File: src/sv/clkpr_pkg.sv
// Shared types and constants for the clock page replacement block.
// Holds field widths, parameter defaults and the sequencer state type.
// No dependencies.
`default_nettype none

package clkpr_pkg;

  localparam int IN_PAGE_W     = 20;
  localparam int FRAME_W       = 6;
  localparam int FAULT_W       = 16;
  localparam int DEF_FRAMES    = 4;
  localparam int DEF_PAGE_BITS = 20;

  typedef enum logic [1:0] {
    ST_IDLE,
    ST_SCAN,
    ST_SWEEP
  } clkpr_state_t;

endpackage

`default_nettype wire

File: src/sv/clkpr_store.sv
// Page number store for the clock page replacement block.
// One write port, one registered read port, and the shared page comparator.
// Depends on clkpr_pkg for parameter defaults.
`default_nettype none

module clkpr_store #(
  parameter int FRAMES    = clkpr_pkg::DEF_FRAMES,
  parameter int PAGE_BITS = clkpr_pkg::DEF_PAGE_BITS
) (
  input  wire logic                        clk,
  input  wire logic                        wr_en,
  input  wire logic [$clog2(FRAMES)-1:0]   wr_addr,
  input  wire logic [PAGE_BITS-1:0]        wr_data,
  input  wire logic [$clog2(FRAMES)-1:0]   rd_addr,
  input  wire logic [PAGE_BITS-1:0]        cmp_page,
  output logic                             match
);

  logic [PAGE_BITS-1:0] mem [FRAMES];
  logic [PAGE_BITS-1:0] rd_q_r;

  always_ff @(posedge clk) begin
    if (wr_en) begin
      mem[wr_addr] <= wr_data;
    end
  end

  always_ff @(posedge clk) begin
    rd_q_r <= mem[rd_addr];
  end

  // Compare the frame read in the previous cycle against the page in flight.
  assign match = (rd_q_r == cmp_page);

endmodule

`default_nettype wire

File: src/sv/clock_page_replacement.sv
// Top level of the clock (second-chance) page replacement block.
// Sequencer, frame valid/reference bits, clock hand and fault counter.
// Depends on clkpr_pkg and clkpr_store.
`default_nettype none

// One page access is accepted when start is high and busy is low; busy stays
// high until the result is produced. The block scans the frames one per cycle
// through the single read port of the page store and one comparator: a hit in
// frame i ends the scan and strobes its result. A miss takes the lowest free
// frame when one exists; with all frames full the clock hand then steps one
// frame per cycle, clearing each set reference bit that it passes, and takes
// the first frame with a clear reference bit as the victim. The
// result is shown for exactly one cycle with out_valid and must be taken then:
// there is no backpressure. A new access may be started in that same cycle.
module clock_page_replacement #(
  parameter int FRAMES    = clkpr_pkg::DEF_FRAMES,
  parameter int PAGE_BITS = clkpr_pkg::DEF_PAGE_BITS
) (
  input  wire logic                            clk,
  input  wire logic                            rst_n,
  input  wire logic                            start,
  output logic                                 busy,
  input  wire logic [clkpr_pkg::IN_PAGE_W-1:0] in_page_number,
  output logic                                 out_valid,
  output logic                                 out_hit,
  output logic [clkpr_pkg::FRAME_W-1:0]        out_frame_index,
  output logic [clkpr_pkg::FAULT_W-1:0]        out_fault_total
);

  import clkpr_pkg::*;

  localparam int IW = $clog2(FRAMES);
  localparam logic [IW-1:0] LAST = IW'(FRAMES - 1);

  clkpr_state_t state_r, state_nxt;

  logic [PAGE_BITS-1:0] page_r, page_nxt;
  logic [IW-1:0]        idx_r, idx_nxt;
  logic                 iss_r, iss_nxt;
  logic [IW-1:0]        cmp_idx_r, cmp_idx_nxt;
  logic                 cmp_live_r, cmp_live_nxt;
  logic                 free_found_r, free_found_nxt;
  logic [IW-1:0]        free_idx_r, free_idx_nxt;
  logic [IW-1:0]        hand_r, hand_nxt;
  logic [FRAMES-1:0]    valid_r, valid_nxt;
  logic [FRAMES-1:0]    ref_r, ref_nxt;
  logic [FAULT_W-1:0]   fault_r, fault_nxt;

  logic                 out_valid_r, out_valid_nxt;
  logic                 out_hit_r, out_hit_nxt;
  logic [FRAME_W-1:0]   out_frame_r, out_frame_nxt;
  logic [FAULT_W-1:0]   out_fault_r, out_fault_nxt;

  logic                 wr_en;
  logic [IW-1:0]        wr_addr;
  logic                 match;
  logic                 free_now;
  logic [IW-1:0]        free_sel;
  logic [IW-1:0]        hand_adv;

  clkpr_store #(
    .FRAMES    (FRAMES),
    .PAGE_BITS (PAGE_BITS)
  ) u_store (
    .clk      (clk),
    .wr_en    (wr_en),
    .wr_addr  (wr_addr),
    .wr_data  (page_r),
    .rd_addr  (idx_r),
    .cmp_page (page_r),
    .match    (match)
  );

  assign hand_adv = (hand_r == LAST) ? '0 : hand_r + IW'(1);
  assign free_now = free_found_r || !valid_r[cmp_idx_r];
  assign free_sel = free_found_r ? free_idx_r : cmp_idx_r;

  always_ff @(posedge clk) begin
    if (!rst_n) begin
      state_r     <= ST_IDLE;
      valid_r     <= '0;
      ref_r       <= '0;
      hand_r      <= '0;
      fault_r     <= '0;
      out_valid_r <= 1'b0;
      iss_r       <= 1'b0;
      cmp_live_r  <= 1'b0;
    end else begin
      state_r     <= state_nxt;
      valid_r     <= valid_nxt;
      ref_r       <= ref_nxt;
      hand_r      <= hand_nxt;
      fault_r     <= fault_nxt;
      out_valid_r <= out_valid_nxt;
      iss_r       <= iss_nxt;
      cmp_live_r  <= cmp_live_nxt;
    end
  end

  always_ff @(posedge clk) begin
    page_r       <= page_nxt;
    idx_r        <= idx_nxt;
    cmp_idx_r    <= cmp_idx_nxt;
    free_found_r <= free_found_nxt;
    free_idx_r   <= free_idx_nxt;
    out_hit_r    <= out_hit_nxt;
    out_frame_r  <= out_frame_nxt;
    out_fault_r  <= out_fault_nxt;
  end

  always_comb begin
    state_nxt      = state_r;
    page_nxt       = page_r;
    idx_nxt        = idx_r;
    iss_nxt        = iss_r;
    cmp_idx_nxt    = cmp_idx_r;
    cmp_live_nxt   = 1'b0;
    free_found_nxt = free_found_r;
    free_idx_nxt   = free_idx_r;
    hand_nxt       = hand_r;
    valid_nxt      = valid_r;
    ref_nxt        = ref_r;
    fault_nxt      = fault_r;
    out_valid_nxt  = 1'b0;
    out_hit_nxt    = out_hit_r;
    out_frame_nxt  = out_frame_r;
    out_fault_nxt  = out_fault_r;
    wr_en          = 1'b0;
    wr_addr        = hand_r;

    case (state_r)
      ST_IDLE: begin
        if (start) begin
          page_nxt       = PAGE_BITS'(in_page_number);
          idx_nxt        = '0;
          iss_nxt        = 1'b1;
          free_found_nxt = 1'b0;
          state_nxt      = ST_SCAN;
        end
      end

      ST_SCAN: begin
        // Issue one frame read per cycle; its compare lands in the next cycle.
        if (iss_r) begin
          cmp_idx_nxt  = idx_r;
          cmp_live_nxt = 1'b1;
          if (idx_r == LAST) begin
            iss_nxt = 1'b0;
          end else begin
            idx_nxt = idx_r + IW'(1);
          end
        end
        if (cmp_live_r) begin
          if (valid_r[cmp_idx_r] && match) begin
            ref_nxt[cmp_idx_r] = 1'b1;
            out_valid_nxt      = 1'b1;
            out_hit_nxt        = 1'b1;
            out_frame_nxt      = FRAME_W'(cmp_idx_r);
            out_fault_nxt      = fault_r;
            iss_nxt            = 1'b0;
            state_nxt          = ST_IDLE;
          end else begin
            // Remember the lowest free frame seen so far.
            if (!valid_r[cmp_idx_r] && !free_found_r) begin
              free_found_nxt = 1'b1;
              free_idx_nxt   = cmp_idx_r;
            end
            if (cmp_idx_r == LAST) begin
              fault_nxt = (&fault_r) ? fault_r : fault_r + FAULT_W'(1);
              if (free_now) begin
                wr_en             = 1'b1;
                wr_addr           = free_sel;
                valid_nxt[free_sel] = 1'b1;
                ref_nxt[free_sel] = 1'b1;
                hand_nxt          = hand_adv;
                out_valid_nxt     = 1'b1;
                out_hit_nxt       = 1'b0;
                out_frame_nxt     = FRAME_W'(free_sel);
                out_fault_nxt     = fault_nxt;
                state_nxt         = ST_IDLE;
              end else begin
                state_nxt = ST_SWEEP;
              end
            end
          end
        end
      end

      ST_SWEEP: begin
        // Give a referenced frame its second chance, else take it as victim.
        if (ref_r[hand_r]) begin
          ref_nxt[hand_r] = 1'b0;
          hand_nxt        = hand_adv;
        end else begin
          wr_en             = 1'b1;
          wr_addr           = hand_r;
          valid_nxt[hand_r] = 1'b1;
          ref_nxt[hand_r]   = 1'b1;
          hand_nxt          = hand_adv;
          out_valid_nxt     = 1'b1;
          out_hit_nxt       = 1'b0;
          out_frame_nxt     = FRAME_W'(hand_r);
          out_fault_nxt     = fault_r;
          state_nxt         = ST_IDLE;
        end
      end

      default: begin
        state_nxt = ST_IDLE;
      end
    endcase
  end

  assign busy            = (state_r != ST_IDLE);
  assign out_valid       = out_valid_r;
  assign out_hit         = out_hit_r;
  assign out_frame_index = out_frame_r;
  assign out_fault_total = out_fault_r;

  // The sweep only runs when every frame is occupied.
  a_sweep_full: assert property (@(posedge clk) disable iff (!rst_n)
    (state_r == ST_SWEEP) |-> (&valid_r))
    else $error("sweep entered with a free frame");

  // A reported frame is occupied and referenced.
  a_result_frame: assert property (@(posedge clk) disable iff (!rst_n)
    out_valid_r |-> (valid_r[out_frame_r[IW-1:0]] && ref_r[out_frame_r[IW-1:0]]))
    else $error("result frame not valid or not referenced");

  // Each transaction yields a single one-cycle strobe.
  a_strobe_single: assert property (@(posedge clk) disable iff (!rst_n)
    out_valid_r |=> !out_valid_r)
    else $error("result strobe longer than one cycle");

  // The fault count never goes down.
  a_fault_mono: assert property (@(posedge clk) disable iff (!rst_n)
    $past(rst_n) |-> (fault_r >= $past(fault_r)))
    else $error("fault counter decreased");

endmodule

`default_nettype wire

File: config.mk
export PLATFORM = sky130hd
export DESIGN_NAME = clock_page_replacement
export DESIGN_NICKNAME = d
export VERILOG_FILES = /design/src/sv/clkpr_pkg.sv /design/src/sv/clkpr_store.sv /design/src/sv/clock_page_replacement.sv
export SDC_FILE = /design/constraint.sdc
export NUM_CORES = 1
export LEC_CHECK = 0
export BUFFER_PORTS_ARGS = -buffer_cell sky130_fd_sc_hd__buf_4
export CAP_MARGIN = 20
export CELL_PAD_IN_SITES_DETAIL_PLACEMENT = 0
export CELL_PAD_IN_SITES_GLOBAL_PLACEMENT = 1
export CORE_MARGIN = 2
export CORE_UTILIZATION = 50
export CTS_CLUSTER_SIZE = 25
export DETAILED_ROUTE_END_ITERATION = 10
export PLACE_DENSITY_LB_ADDON = 0.3
export SETUP_SLACK_MARGIN = 0.4
export SLEW_MARGIN = 10
export SYNTH_ARGS = -nofsm -noshare
export SYNTH_HDL_FRONTEND = slang
export SYNTH_SLANG_ARGS = --single-unit
File: constraint.sdc
create_clock -name clk -period 4.5 [get_ports clk]
set_input_delay 0 -clock clk [delete_from_list [all_inputs] [get_ports clk]]
set_output_delay 0 -clock clk [all_outputs]
set_load 0.01 [all_outputs]
# Yosys cells after proc, flatten, opt, wreduce, memory -nomap -nowiden
# Memories as Yosys holds them, arrays and structs flattened. A register that Yosys moved wholly into a read port is not among the register bits.
# Cells that the tools add are included.
# word_totals
input_bits	23
romBits	0
register_bits	81
latch_bits	0
n_memories	1
output_inout_bits	25
mem_bits_rw	80
# op_classes
eq_ne	17
mux	87
n_div	0
n_lt_le_gt_ge	6
addsub	3
multipliers	0
bitwise_logic	8
reduce_logical	26
shift	0
# mem_list
name	depth	word_bits	rd	rd_ports_with_merged_regs	write_ports	line	source
u_store.mem	4	20	1	1	1	clkpr_store.sv:19	logic [PAGE_BITS-1:0] mem [FRAMES];
# op_table
cell	n
16-bit two-way mux	6
2-bit two-way mux	20
4-bit two-way mux	10
16-bit one-hot mux with 2 select lines	1
6-bit two-way mux	5
1-bit two-way mux	29
20-bit equality test	1
4-bit bitwise OR	5
4-bit AND reduction	5
2-bit inequality test, second input constant	9
16-bit by 1-bit adder with 16-bit output, second input constant	1
4-bit one-hot mux with 2 select lines	2
16-bit AND reduction	1
5-bit AND reduction	3
6-bit one-hot mux with 2 select lines	1
1-bit one-hot mux with 2 select lines	5
2-bit by 3-bit less-than comparator with 1-bit output, second input constant	3
2-bit equality test, second input constant	4
2-bit one-hot mux with 2 select lines	2
2-bit AND reduction	4
1-bit demux with 2-bit select	3
2-bit by 1-bit >= comparator with 1-bit output, second input constant	3
3-bit inequality test, second input constant	2
2-bit one-hot mux with 3 select lines	1
12 further kinds	21

# Logic depth before layout (Yosys ltp)
# logic_depth
ltp_word	11
depth_mapped	9

# Hierarchy
# A second synthesis with hierarchy kept.
# hier_totals
hier_cells	506
hier_area_um2	7278.2
# by_module_without_submodules
module	instances	seq_area_each_um2	cells_each	area_per_inst_um2
clock_page_replacement	1	2001.9	350	3741.1
clkpr_store	1	2802.7	156	3537.1

# Worst setup path before layout
# OpenSTA, ideal clock, no wires.
# synth_timing
path_type	flip-flop to flip-flop
startpoint	reg cmp_idx_r[0]
endpoint	mem u_store.mem[0][0] (netlist name) (enable)
arrival_time_ns	2.685
required_ns	4.094
setup_slack_ns	1.409
path_stages_with_launch	8
setup_ns	0.406
n_path_buf	1
period_less_slack_ns	3.091
cell_sequence	edfxtp_1 > buf_6 > mux4_2 > inv_2 > nor3_2 > a21oi_1 > nand2_1 > mux2i_1
# synth_between
elab_chain_len	11
elab_cells_between_ends	19
# synth_lines
element	line	source
start, declared	clock_page_replacement.sv:40	logic [IW-1:0] cmp_idx_r, cmp_idx_nxt;
start signal, assigned	clock_page_replacement.sv:103	cmp_idx_r <= cmp_idx_nxt;
1-bit binary-select mux with 2-bit select	clock_page_replacement.sv:75, clock_page_replacement.sv:154	
1-bit two-way mux (implied by the code)	clock_page_replacement.sv:75, clock_page_replacement.sv:154	
1-bit logical NOT	clock_page_replacement.sv:75	assign free_now = free_found_r || !valid_r[cmp_idx_r];
1-bit logical OR	clock_page_replacement.sv:75	
1-bit two-way mux	clock_page_replacement.sv:170	if (free_now) begin
1-bit two-way mux	clock_page_replacement.sv:168	if (cmp_idx_r == LAST) begin
1-bit two-way mux	clock_page_replacement.sv:154	if (valid_r[cmp_idx_r] && match) begin
1-bit two-way mux	clock_page_replacement.sv:153	if (cmp_live_r) begin
1-bit one-hot mux with 2 select lines	clock_page_replacement.sv:131	case (state_r)
1-bit two-way mux	clkpr_store.sv:23	if (wr_en) begin
1-bit two-way mux (implied by the code)	clkpr_store.sv:24	mem[wr_addr] <= wr_data;
end, declared	clkpr_store.sv:19	
# Parallel ways exist; a longest one is shown, timed or not. The select of a mux whose other input is x is not followed.

# Final worst setup path
# layout_timing
startpoint	reg state_r[0]
endpoint	reg out_fault_r[6] (netlist: out_fault_total[6]) (enable)
# layout_between
elab_chain_len	3
elab_cells_between_ends	8
# layout_lines
element	line	source
start, declared	clock_page_replacement.sv:35	clkpr_state_t state_r, state_nxt;
start signal, assigned	clock_page_replacement.sv:89	state_r <= state_nxt;
2-bit by 1-bit equality test with 1-bit output / 2-bit equality test (equally long branches)	clock_page_replacement.sv:131	
3-bit inequality test (no line) (tied with other cells)	--	
5-bit AND reduction (no line) *	--	
end signal, assigned	clock_page_replacement.sv:108	out_fault_r <= out_fault_nxt;
end, declared	clock_page_replacement.sv:52	logic [FAULT_W-1:0] out_fault_r, out_fault_nxt;
# Every way passes the cells marked *; elsewhere a longest branch is shown, timed or not.
# A chain may end at the register's enable or synchronous reset.

==> run_results.csv <==
group,metric,value,unit
outcome,status,"complete, no violations",
logic_synthesis,postSynthCellCount,528,
clock_tree,clk_path_buf_depth,2,
power_and_ir_drop,p_comb_frac,0.060,
critical_path,endpoint_kind,"register",
die,dieArea,15700,um^2
clock_tree,cts_hold_buffers,22,
die,die_w,125,um
placement,hpwl,9.19,mm
placement,placed_area,7870,um^2
sta,fmax,0.324,GHz
sta,finalWorstPathRequiredPeriod,3.09,ns
sta,rsz0062_at_grt,"no",
logic_synthesis,netlist_area,7380,um^2
sta,period_share,0.687,
layout,most-common-layout-cells,"edfxtp_1 (126), dfxtp_1 (51), buf_4 (49)",
logic_synthesis,syn_avg_cell_area,14.0,um^2
clock_tree,cts-buffers-inserted,17,
clock_tree,path_clk_slew,0.07,ns
die,core,14500,um^2
die,ioPinCount,48,
sta,tightest_slew,1.07,ns
logic_synthesis,synth_edf_count,126,
sta,setup_viol,0,
placement,gp_congestion,0.901,
route,vias,4543,
route,drt_iter0_drc,335,
power_and_ir_drop,p_leak,0.00304,uW
sta,fin_setup_tns,0,ns
logic_synthesis,yosys-top-cells-area,"edfxtp_1 (51%), dfxtp_1 (14%), mux4_2 (6.7%), xnor2_1 (3.1%), mux2i_1 (2.0%)",
layout,drive_above_1_share,0.194,
critical_path,r2r_slack,1.41,ns
power_and_ir_drop,p_switching,774,uW
sta,clock_skew,0.0120,ns
critical_path,worstPathArrival,3.15,ns
route,wl,14.3,mm
layout,layout.nets,627,
grt,overflow,0,
power_and_ir_drop,power_density,400,nW/um^2
die,row_count,44,
sta,hold_viol,0,
grt,grt_max_degree,28,
logic_synthesis,ys_ff_latch,177,
die,initial_core_util,0.510,
layout,n_antenna_cell,0,
logic_synthesis,ys_seq_area_frac,0.651,
power_and_ir_drop,clkPwrFrac,0.405,
sta,max_slew_margin,0.286,
critical_path,cp.required,4.56,ns
grt,grt_pass1_vias,4480,
logic_synthesis,synth_ff_type,"edfxtp_1",
grt,grt_pass1_wl,22.8,mm
placement,io_buffers,43,
route,routed_via_density,5.74,
clock_tree,clkLatencyLatePin,0.43,ns
logic_synthesis,synth_top_area_share,0.513,
clock_tree,root_buffer,"clkbuf_16",
power_and_ir_drop,internal_power,2680,uW
grt,antenna_found_initial,0,
critical_path,start_kind,"register",
route,firstDrtPassIters,5,
die,die_y,125,um
grt,grt_usage,0.188,
layout,area_growth,17.2,%
logic_synthesis,yosys_warnings,0,
clock_tree,clock-sinks,177,
power_and_ir_drop,vdd_drop_max,0.347,mV
power_and_ir_drop,pwr-share-seq,0.535,
sta,maxSlewViolCount,0,
layout,final_area,8650,um^2
clock_tree,cts_tree,"done",
power_and_ir_drop,p_sw_frac,0.224,
clock_tree,htree_levels,4,
hold_path,worstHoldPathCells,2,
route,drc,0,
layout,final_common_cell,"edfxtp_1",
hold_path,hold_path.class,"primary input to register",
job,cap_violations,0,
critical_path,reg2regPathDepth,6,
route,drtAntennaViolNets,0,
logic_synthesis,synth_top_cell_by_area,"edfxtp_1",
clock_tree,cts_resized,0,
critical_path,critical_path_class,"register to register",
logic_synthesis,synthArstFlopShare,0,
route,routedWlPerCell,18.1,um
critical_path,path_max_fanout,27,
clock_tree,post-cts-setup-buffers,0,
logic_synthesis,yosys.cell_types.count,59,
kinds of logic (layout without fill, tap and decap cells):
group | count (synthesis) | after routing | synth area share
flops | 177 | 177 | 0.651
simple gates | 144 | 144 | 0.101
compound gates | 81 | 81 | 0.0745
buf+inv | 44 | 121 | 0.0273
mux | 41 | 41 | 0.0936
xor+xnor | 31 | 31 | 0.0368
fa+ha+maj | 9 | 9 | 0.0153
other cells | 1 | 4 | 0.000508
metal layers:
layer | wire length [um] | vias to the layer above | global-route usage
met5 | 0 | - | 0
met4 | 254 | 0 | 0.0641
met3 | 593 | 20 | 0.0505
met2 | 6980 | 125 | 0.304
met1 | 6490 | 2279 | 0.249
li1 | - | 2119 | -
final timing paths:
check	startpoint	end
worst min-delay path	in_page_number[5]	page_r[5]$_DFFE_PP_
worst max register to register	state_r[0]$_SDFFE_PN0P_	out_fault_total[6]$_DFFE_PP_
worst max-delay path	state_r[0]$_SDFFE_PN0P_	out_fault_total[6]$_DFFE_PP_
worst min register to register	iss_r$_SDFFE_PN0P_	cmp_live_r$_SDFF_PN0_
flip-flops by register name (all words and copies together), names as in the netlist, 4 cells and up, named ones only:
signal and cells:
page_r 20, fault_r 16, u_store.mem 80, valid_r 4, u_store.rd_q_r 20, out_fault_total 16
through the flow:
stage	instances	setup WS (ns)	util	hold WS, ns	power, uW
after floorplan	531	1.41	-	0.0989	2020
after global routing	792	1.14	0.597	0.273	3570
after detailed placement	738	1.43	0.543	0.180	2080
after global placement	738	1.58	0.543	0.179	2080
final	792	1.41	0.597	0.278	3460
after CTS	792	1.43	0.597	0.269	3480
synthesized netlist by cell type, types with 4 or more instances:
library cell / count
a21oi_1: 25
nor3_1: 9
dfxtp_1: 51
and3_1: 7
a211o_1: 5
nor2_1: 28
o31ai_1: 5
edfxtp_1: 126
buf_4: 6
and2_1: 6
mux2i_1: 15
or3_1: 4
inv_1: 17
nand3_1: 14
xor2_1: 5
a31oi_1: 4
clkbuf_1: 11
mux4_2: 22
nand4_1: 15
buf_2: 5
nand2_1: 35
nand2b_1: 12
o21ai_0: 11
ha_1: 9
mux2_2: 4
xnor2_1: 26
power by group through the flow:
stage	Sequential (uW)	Clock [uW]	Combinational, uW
4_1_cts	1850	1420	211
6_report	1850	1400	208
3_3_place_gp	1880	0	194
5_1_grt	1860	1490	227
2_1_floorplan	1860	0	157
3_5_place_dp	1890	0	194
worst max-delay path, cell delays in order (launching register included):
cell     delay [ns]
dfxtp_1        0.32
inv_1          0.08
ha_1           0.71
inv_1          0.21
nor2_1         0.38
a211o_1        0.27
and2_1         0.72
layout make-up:
type | instances | area, um^2
fillers | 1120 | 5830
well taps | 184 | 230
flip-flops and latches | 177 | 4800
clock inverters | 13 | 126
multi-input cells | 310 | 2400
clock buffers | 19 | 433
inverters | 18 | 67.6
repair buffers | 71 | 588
Power figures use the tool's default switching activity.
